$ cat src/rtl/core/splitmix_chained_word_hash_top_assert.svh
// ----------------------------------------------------------------------------
// Assertion macros for the chained splitmix64 word hash.
// Both macros expect the signals clk and arst_n in the module that uses them.
// ----------------------------------------------------------------------------
`ifndef SPLITMIX_CHAINED_WORD_HASH_TOP_ASSERT_SVH
`define SPLITMIX_CHAINED_WORD_HASH_TOP_ASSERT_SVH

// The consequent must hold in the same cycle as the antecedent.
`define SMCWH_ASSERT_NOW(label, ante, cons) \
	label: assert property (@(posedge clk) disable iff (!arst_n) (ante) |-> (cons)) \
		else $error("smcwh: same-cycle check failed");

// The consequent must hold in the cycle after the antecedent.
`define SMCWH_ASSERT_NEXT(label, ante, cons) \
	label: assert property (@(posedge clk) disable iff (!arst_n) (ante) |=> (cons)) \
		else $error("smcwh: next-cycle check failed");

`endif

$ cat src/rtl/core/smcwh_pkg.sv
// ----------------------------------------------------------------------------
// smcwh_pkg
// Shared widths, mixing constants and the result type of the word hash.
// ----------------------------------------------------------------------------
`default_nettype none

package smcwh_pkg;

	localparam int unsigned WORD_W = 64;
	localparam int unsigned HALF_W = 32;

	// Finalizer multipliers and xor-shift amounts.
	localparam logic [WORD_W-1:0] MIX_MUL_A = 64'hBF58476D1CE4E5B9;
	localparam logic [WORD_W-1:0] MIX_MUL_B = 64'h94D049BB133111EB;
	localparam int unsigned MIX_SHIFT_A = 30;
	localparam int unsigned MIX_SHIFT_B = 27;
	localparam int unsigned MIX_SHIFT_C = 31;

	// Finished hash handed from the sequencer to the output register.
	typedef struct packed {
		logic              valid;
		logic [WORD_W-1:0] hash;
	} smcwh_res_t;

endpackage

`default_nettype wire

$ cat src/rtl/core/splitmix_chained_word_hash_top.sv
// ----------------------------------------------------------------------------
// splitmix_chained_word_hash_top
// Chained splitmix64 hash over a stream of 64-bit message words.
// ----------------------------------------------------------------------------
//
//   Channel | Direction | Handshake           | Payload
//   --------+-----------+---------------------+----------------------------
//   input   | in        | in_valid / in_ready | data_word[63:0], last_word
//   output  | out       | out_valid/out_ready | hash_value[63:0]
//
// Each word occupies the sequencer from the accept cycle through two 64-bit
// multiplies, each built from three 32 x 32 partial products on a single
// shared multiplier. A new word is taken only once the sequencer is idle.
// Reset (arst_n low, asynchronous) clears the running hash and empties the
// output register.
// A finished hash waits in the output register while the next word is taken.
// The final step of a last word stalls only if that register is full and not being drained.
//
`default_nettype none

module splitmix_chained_word_hash_top
	import smcwh_pkg::*;
(
	input  wire logic              clk,
	input  wire logic              arst_n,
	input  wire logic              in_valid,
	output logic                   in_ready,
	input  wire logic [WORD_W-1:0] data_word,
	input  wire logic              last_word,
	output logic                   out_valid,
	input  wire logic              out_ready,
	output logic      [WORD_W-1:0] hash_value
);

	smcwh_res_t        res;
	logic              res_ready;
	logic              out_valid_q;
	logic [WORD_W-1:0] hash_value_q;

	// The output register can take a new hash when it is empty or being drained.
	assign res_ready = !out_valid_q || out_ready;

	smcwh_seq u_seq (
		.clk       (clk),
		.arst_n    (arst_n),
		.in_valid  (in_valid),
		.in_ready  (in_ready),
		.data_word (data_word),
		.last_word (last_word),
		.res_ready (res_ready),
		.res       (res)
	);

	// Output transaction register.
	always_ff @(posedge clk or negedge arst_n) begin
		if (!arst_n) begin
			out_valid_q <= 1'b0;
		end else if (res.valid) begin
			out_valid_q <= 1'b1;
		end else if (out_ready) begin
			out_valid_q <= 1'b0;
		end
	end

	always_ff @(posedge clk) begin
		if (res.valid) begin
			hash_value_q <= res.hash;
		end
	end

	assign out_valid  = out_valid_q;
	assign hash_value = hash_value_q;

endmodule

`default_nettype wire

$ cat src/rtl/core/smcwh_mul32.sv
// ----------------------------------------------------------------------------
// smcwh_mul32
// Shared 32 x 32 unsigned multiplier with a registered 64-bit product.
// ----------------------------------------------------------------------------
`default_nettype none

module smcwh_mul32
	import smcwh_pkg::*;
(
	input  wire logic                clk,
	input  wire logic [HALF_W-1:0]   op_a,
	input  wire logic [HALF_W-1:0]   op_b,
	output logic      [2*HALF_W-1:0] product
);

	logic [2*HALF_W-1:0] product_q;

	always_ff @(posedge clk) begin
		product_q <= {{HALF_W{1'b0}}, op_a} * {{HALF_W{1'b0}}, op_b};
	end

	assign product = product_q;

endmodule

`default_nettype wire

$ cat src/rtl/core/smcwh_seq.sv
// ----------------------------------------------------------------------------
// smcwh_seq
// Sequencer and datapath: runs each word through the finalizer, building
// every 64-bit multiply from three 32-bit partial products on one multiplier.
// ----------------------------------------------------------------------------
`default_nettype none

`include "splitmix_chained_word_hash_top_assert.svh"

module smcwh_seq
	import smcwh_pkg::*;
(
	input  wire logic              clk,
	input  wire logic              arst_n,
	input  wire logic              in_valid,
	output logic                   in_ready,
	input  wire logic [WORD_W-1:0] data_word,
	input  wire logic              last_word,
	input  wire logic              res_ready,
	output smcwh_res_t             res
);

	typedef enum logic {
		ST_IDLE,
		ST_MUL
	} state_t;

	state_t            state_q;
	logic [1:0]        phase_q;
	logic              pass_q;
	logic              last_q;
	logic [WORD_W-1:0] run_q;
	logic [WORD_W-1:0] op_q;
	logic [WORD_W-1:0] acc_q;

	logic [WORD_W-1:0] mconst;
	logic [HALF_W-1:0] mul_a;
	logic [HALF_W-1:0] mul_b;
	logic [WORD_W-1:0] product;
	logic [HALF_W-1:0] sum_hi;
	logic [WORD_W-1:0] prod_full;
	logic [WORD_W-1:0] mix_b;
	logic [WORD_W-1:0] fin;
	logic [WORD_W-1:0] start_z;
	logic              accept;
	logic              at_end;
	logic              finish;

	assign in_ready = (state_q == ST_IDLE);
	assign accept   = in_valid && in_ready;
	assign mconst   = pass_q ? MIX_MUL_B : MIX_MUL_A;

	// Partial product order: lo*lo, lo*hi, hi*lo. The hi*hi term falls off the top.
	always_comb begin
		case (phase_q)
			2'd0: begin
				mul_a = op_q[HALF_W-1:0];
				mul_b = mconst[HALF_W-1:0];
			end
			2'd1: begin
				mul_a = op_q[HALF_W-1:0];
				mul_b = mconst[WORD_W-1:HALF_W];
			end
			default: begin
				mul_a = op_q[WORD_W-1:HALF_W];
				mul_b = mconst[HALF_W-1:0];
			end
		endcase
	end

	smcwh_mul32 u_mul (
		.clk     (clk),
		.op_a    (mul_a),
		.op_b    (mul_b),
		.product (product)
	);

	assign start_z   = run_q ^ data_word;
	assign sum_hi    = acc_q[WORD_W-1:HALF_W] + product[HALF_W-1:0];
	assign prod_full = {sum_hi, acc_q[HALF_W-1:0]};
	assign mix_b     = prod_full ^ (prod_full >> MIX_SHIFT_B);
	assign fin       = prod_full ^ (prod_full >> MIX_SHIFT_C);

	assign at_end = (state_q == ST_MUL) && (phase_q == 2'd3) && pass_q;
	// A last word waits at its final step until the output register can take it.
	assign finish = at_end && (!last_q || res_ready);

	assign res.valid = finish && last_q;
	assign res.hash  = fin;

	always_ff @(posedge clk or negedge arst_n) begin
		if (!arst_n) begin
			state_q <= ST_IDLE;
			phase_q <= 2'd0;
			pass_q  <= 1'b0;
			last_q  <= 1'b0;
			run_q   <= '0;
		end else begin
			case (state_q)
				ST_IDLE: begin
					if (accept) begin
						state_q <= ST_MUL;
						phase_q <= 2'd0;
						pass_q  <= 1'b0;
						last_q  <= last_word;
					end
				end
				ST_MUL: begin
					if (phase_q != 2'd3) begin
						phase_q <= phase_q + 2'd1;
					end else if (!pass_q) begin
						phase_q <= 2'd0;
						pass_q  <= 1'b1;
					end else if (finish) begin
						state_q <= ST_IDLE;
						run_q   <= last_q ? '0 : fin;
					end
				end
				default: begin
					state_q <= ST_IDLE;
				end
			endcase
		end
	end

	always_ff @(posedge clk) begin
		if (accept) begin
			op_q <= start_z ^ (start_z >> MIX_SHIFT_A);
		end else if (state_q == ST_MUL) begin
			if (phase_q == 2'd1) begin
				acc_q <= product;
			end else if (phase_q == 2'd2) begin
				acc_q[WORD_W-1:HALF_W] <= sum_hi;
			end else if (phase_q == 2'd3 && !pass_q) begin
				op_q <= mix_b;
			end
		end
	end

	`SMCWH_ASSERT_NEXT(a_accept_busy, accept, state_q == ST_MUL && phase_q == 2'd0 && !pass_q)
	`SMCWH_ASSERT_NEXT(a_second_pass, state_q == ST_MUL && phase_q == 2'd3 && !pass_q,
		state_q == ST_MUL && phase_q == 2'd0 && pass_q)
	`SMCWH_ASSERT_NEXT(a_stall_holds, at_end && last_q && !res_ready,
		state_q == ST_MUL && phase_q == 2'd3 && pass_q && $stable(run_q))
	`SMCWH_ASSERT_NEXT(a_clear_after_emit, res.valid, run_q == '0 && state_q == ST_IDLE)

endmodule

`default_nettype wire

$ cat config.mk
export PLATFORM = sky130hd
export DESIGN_NAME = splitmix_chained_word_hash_top
export DESIGN_NICKNAME = d
export VERILOG_FILES = /design/src/rtl/core/smcwh_pkg.sv /design/src/rtl/core/splitmix_chained_word_hash_top.sv /design/src/rtl/core/smcwh_mul32.sv /design/src/rtl/core/smcwh_seq.sv
export VERILOG_INCLUDE_DIRS = /design/src /design/src/rtl/core
export SDC_FILE = /design/constraint.sdc
export NUM_CORES = 2
export LEC_CHECK = 0
export ABC_CLOCK_PERIOD_IN_PS = 10500
export BUFFER_PORTS_ARGS = -buffer_cell sky130_fd_sc_hd__buf_2
export CORE_MARGIN = 1.5
export CORE_UTILIZATION = 50
export DETAILED_ROUTE_END_ITERATION = 8
export PLACE_DENSITY = 0.66
export SLEW_MARGIN = 20
export SYNTH_ARGS = -nofsm -noshare
export SYNTH_HDL_FRONTEND = slang
export SYNTH_SLANG_ARGS = --single-unit
$ cat constraint.sdc
create_clock -name clk -period 10.5 [get_ports clk]
set_input_delay 1.05 -clock clk [delete_from_list [all_inputs] [get_ports clk]]
set_output_delay 1.05 -clock clk [all_outputs]
set_load 0.05 [all_outputs]
# Word-level counts from Yosys, hierarchy flattened
# Index checks and enable logic that the tools add are counted.
# op_classes
bitwise	7
mux	25
n_mul	1
reduce_logical	24
eq_ne	9
n_addsub	2
# ops
cell	count
64-bit 2-to-1 mux	6
32-bit 2-to-1 mux	4
32-bit by 32-bit multiplier with 64-bit output	1
64-bit by 33-bit XOR with 64-bit output	1
64-bit by 34-bit XOR with 64-bit output	1
64-bit by 37-bit XOR with 64-bit output	1
64-bit XOR	1
62-bit 2-to-1 mux	1
32-bit adder	1
1-bit 2-to-1 mux	8
4-bit AND reduction	2
2-bit nonzero test	4
1-bit logical AND	6
2-bit 2-to-1 mux	3
2-bit != test (second input constant)	3
2-bit AND reduction	3
3-bit AND reduction	2
2-bit equality test (second input constant)	2
2-bit by 1-bit != test with 1-bit output (second input constant)	2
1-bit case mux with 2 select lines	2
2-bit case mux with 2 select lines	1
1-bit logical NOT	3
3-bit != test (second input constant)	1
1-bit NOT	3
5 further kinds	6
# totals
register_bits	326
output_inout_bits	66

# Longest topological paths before layout
# depth
ltp_word	8
ltp_mapped	39
mapped_depth_nobuf	37

# Cells and area by module
# A second synthesis with hierarchy kept.
# unflattened
cells_unflattened	4833
hier_area_um2	47857.1
# modules_own_cells
mod	instances	cells_each	area_per_inst_um2
smcwh_mul32	1	3768	34728.3
smcwh_seq	1	998	11159.5
splitmix_chained_word_hash_top	1	67	1969.4

# Worst setup path before layout
# OpenSTA, ideal clock, no wires.
# synth_timing
path_kind	flip-flop to flip-flop
from	register u_seq.phase_q[0]
to	register u_seq.u_mul.product_q[60] (netlist: u_seq.u_mul.product[60])
path_buffers	3
setup_slack_ps	1128
setup_time_ps	124
path_stages_with_launch	34
synth_period_minus_slack_ps	9372
arrival_time_ps	9248
path_cell_list	dfrtp_1 > ha_1 > clkbuf_1 > nor2_1 > clkbuf_1 > buf_2 > mux2i_1 > inv_1 > and2_1 > nand2_1 > o21ai_0 > fa_1 > fa_1 > inv_1 > fa_1 > fa_1 > inv_1 > fa_1 > fa_1 > fa_1 > inv_1 > fa_1 > inv_1 > ha_1 > nand2_1 > nor2_1 > nand3b_1 > a2111oi_2 > nor4_1 > or4_1 > a21o_1 > o21ai_2 > a311oi_1 > xnor2_1
# synth_between
elab_chain_cells	4
word_cells_on_any_way	6
# synth_lines
item	line	source
start: declaration	smcwh_seq.sv:29	logic [1:0] phase_q;
start signal: assignment	smcwh_seq.sv:110	phase_q <= phase_q + 2'd1;
2-bit by 1-bit equality test with 1-bit output / 2-bit logical NOT (equally long branches)	smcwh_seq.sv:55	case (phase_q)
2-bit OR reduction (no line)	--	
32-bit 2-to-1 mux	smcwh_seq.sv:55	
32-bit by 32-bit multiplier with 64-bit output *	smcwh_mul32.sv:19	product_q <= {{HALF_W{1'b0}}, op_a} * {{HALF_W{1'b0}}, op_b};
end signal: assignment	smcwh_mul32.sv:19	
end: declaration	smcwh_mul32.sv:16	logic [2*HALF_W-1:0] product_q;
# Mark *: on every way between the ends. The rest lies on a longest branch, timed or not.
# A chain may end at the register's enable or synchronous reset.

# Worst setup path in the final report
# Same ends and word-level chain as after synthesis.

==> results.yml <==
run_status:
  status: "complete, no violations"
cells_and_area:
  fin_util: 0.544
  synthToLayoutAreaGrowth_pct: 7.42
  antenna_cells: 0
  nets: 5584
  drive_gt1_frac: 0.0703
  nFillCells: 7752
  final_cells: 5494
clock_network:
  cts_sinks: 326
  cts_buffers: 27
  worstSkewPairLatency_ns: 0.57
  htree_num_levels: 1
  post_cts_buffers: 0
  root_buffer: "clkbuf_16"
  clk_pin_slew_ns: 0.07
  cts_tree: "built"
  cts_hold_buf: 0
  clockBufferDepth: 3
floorplanning:
  core_area_sq_um: 85400
  num_io_pins: 135
  rows: 107
  dieWidth_microns: 297
  die-area_sq_um: 88400
  dieHeight_microns: 297
  start_util: 0.507
synthesis:
  synthArstFlopShare: 0.215
  syn-cell-area_sq_um: 43300
  synth_top_area_cell: "fa_1"
  seq_area_frac_synth: 0.203
  ys_seq_elements: 326
  yosys_warnings: 0
  yosysUniqueCellTypes: 68
  synth_top_area_share: 0.373
  synth_flop_cell: "edfxtp_1"
  synth_cells: 4216
  synth_nets: 5471
  synth_area_per_cell_sq_um: 10.3
  ys_top_cells_by_count: "inv_1, fa_1, ha_1, nand2_1, nor2_1"
  synth_edf_count: 192
  synth_most_common_cell: "inv_1"
  synthTopCellsByArea: "fa_1, edfxtp_1, ha_1, inv_1, dfrtp_1"
route:
  wl_microns: 141000
  first_pass_iters: 5
  ant_nets: 0
  via_per_inst: 5.60
  dr_total_vias: 30800
  wire_per_inst_microns: 25.7
  drc: 0
  drt_iter0_drc: 3172
timing:
  relSlewSlack: 0.308
  finalHoldViolations: 0
  min_period_over_period: 0.960
  fin_worst_skew_ns: 0.0270
  finalSetupTns_ns: 0
  period_minus_slack_ns: 10.08
  tightest_slew_ns: 1.03
  fmax_mhz: 99.3
  holdWs_ns: 0.470
  slew_violations: 0
  rsz0062_at_grt: "false"
  setup_viol: 0
global_routing:
  grt_util_met1: 0.456
  grtUsageTotal: 0.326
  antenna_found_initial: 8
  grt-busiest-layer: "met2"
  grt_pass1_vias: 32200
  grt_max_degree: 71
  grt_pass1_wl_microns: 210000
  overflow: 0
  met2_usage: 0.498
  met3_usage: 0.0431
worst_setup_path:
  cp.depth: 31
  cp.arrival_ns: 10.53
  startpoint_type: "register"
  reg2reg_depth: 31
  path_buf_inv: 6
  crit_fanout: 17
  r2r_start: "u_seq.phase_q[0]"
  critPathSlowestCell: "fa_1"
  cp-end-kind: "register"
  cp.required_ns: 10.95
  critPathTopFamily: "adder cells"
  cp_common_cell: "fa_1"
  reg2reg_slack_ns: 0.42
  slowest_delay_ns: 0.63
  r2r-end: "u_seq.u_mul.product[60]"
  path_class: "register to register"
hold_path:
  min_path_type: "register to register"
  min_to: "u_seq.acc_q[25]"
  hp-start: "u_seq.u_mul.product[25]"
  hold_depth: 0
place:
  place_inst: 5443
  dp_hpwl_microns: 123000
  place.gp.congestion: 1.04
  port_buffers: 134
flow_run:
  cap_viol_max_count: 0
## final cells by class
| class | instances | area [sq um] | share of cell area |
|---|---|---|---|
| clock inverters | 9 | 100 | 0.00215 |
| well taps | 1144 | 1430 | 0.0308 |
| flip-flops and latches | 326 | 8800 | 0.189 |
| repair buffers | 199 | 1210 | 0.0261 |
| clock buffers | 41 | 808 | 0.0174 |
| inverters | 1042 | 3910 | 0.0841 |
| multi-input cells | 2733 | 30200 | 0.650 |
## metrics by stage
| step | setup WS [ns] | area (sq um) |
|---|---|---|
| after floorplan | 1.13 | 43300 |
| final | 0.425 | 46500 |
| after global placement | 0.542 | 45600 |
| after global routing | 0.0165 | 46500 |
| after CTS | 0.453 | 46500 |
| after detailed placement | 0.473 | 45600 |
## sequential cells by signal (all words and copies together) (netlist names)
register             count
u_seq.last_q             1
hash_value              64
out_valid                1
u_seq.u_mul.product     64
u_seq.run_q             64
u_seq.acc_q             64
u_seq.op_q              64
u_seq.state_q            1
u_seq.phase_q            2
u_seq.pass_q             1
## worst max path at each step
stage / startpoint / end / slack (ns)
3_3_place_gp: u_seq.phase_q[0] / u_seq.u_mul.product[60] / 0.54
6_report: u_seq.phase_q[0] / u_seq.u_mul.product[60] / 0.42
3_5_place_dp: u_seq.phase_q[0] / u_seq.u_mul.product[60] / 0.47
5_1_grt: u_seq.phase_q[0] / u_seq.u_mul.product[60] / 0.02
2_1_floorplan: u_seq.phase_q[0] / u_seq.u_mul.product[60] / 1.13
4_1_cts: u_seq.phase_q[0] / u_seq.u_mul.product[60] / 0.45
## logic make-up after synthesis
group | count (synthesis) | share of synthesized area
fa+ha+maj | 1186 | 0.483
buf+inv | 1157 | 0.100
simple gates | 724 | 0.0716
compound gates | 510 | 0.0756
flops | 326 | 0.203
xor+xnor | 261 | 0.0535
mux | 52 | 0.0131
## cells in the final DEF, fill, tap and decap left out, types with 54 or more instances in the layout
master,count
xor2_1,106
dfxtp_1,64
a22o_1,60
a21oi_1,144
buf_4,61
dfrtp_1,69
ha_1,378
edfxtp_1,192
o21ai_0,128
xnor2_1,153
nor2_1,251
buf_2,133
inv_1,1038
a21o_1,54
nand2_1,302
fa_1,806
## per-layer routing
metal | wire length (microns) | vias up
met5 | 14 | -
met4 | 8870 | 2
met3 | 11200 | 331
met2 | 63500 | 1553
met1 | 57900 | 15600
li1 | - | 13200
## worst register-to-register path, delay by kind of cell (launching register included)
family | cells | cell delay, ns
mux | 1 | 0.46
xor+xnor | 1 | 0.14
buf+inv | 6 | 0.98
fa+ha+maj | 10 | 4.84
flops | 1 | 0.48
simple gates | 8 | 1.87
compound gates | 5 | 1.22
## what timing repair did
item	4_1_cts	5_1_grt
endpoints found under the setup margin	0	1
resized for setup	0	2
hold endpoints to repair	0	0
Power is not shown: default switching activity piles up to over one toggle a cycle in this logic, so the estimate is an artifact.
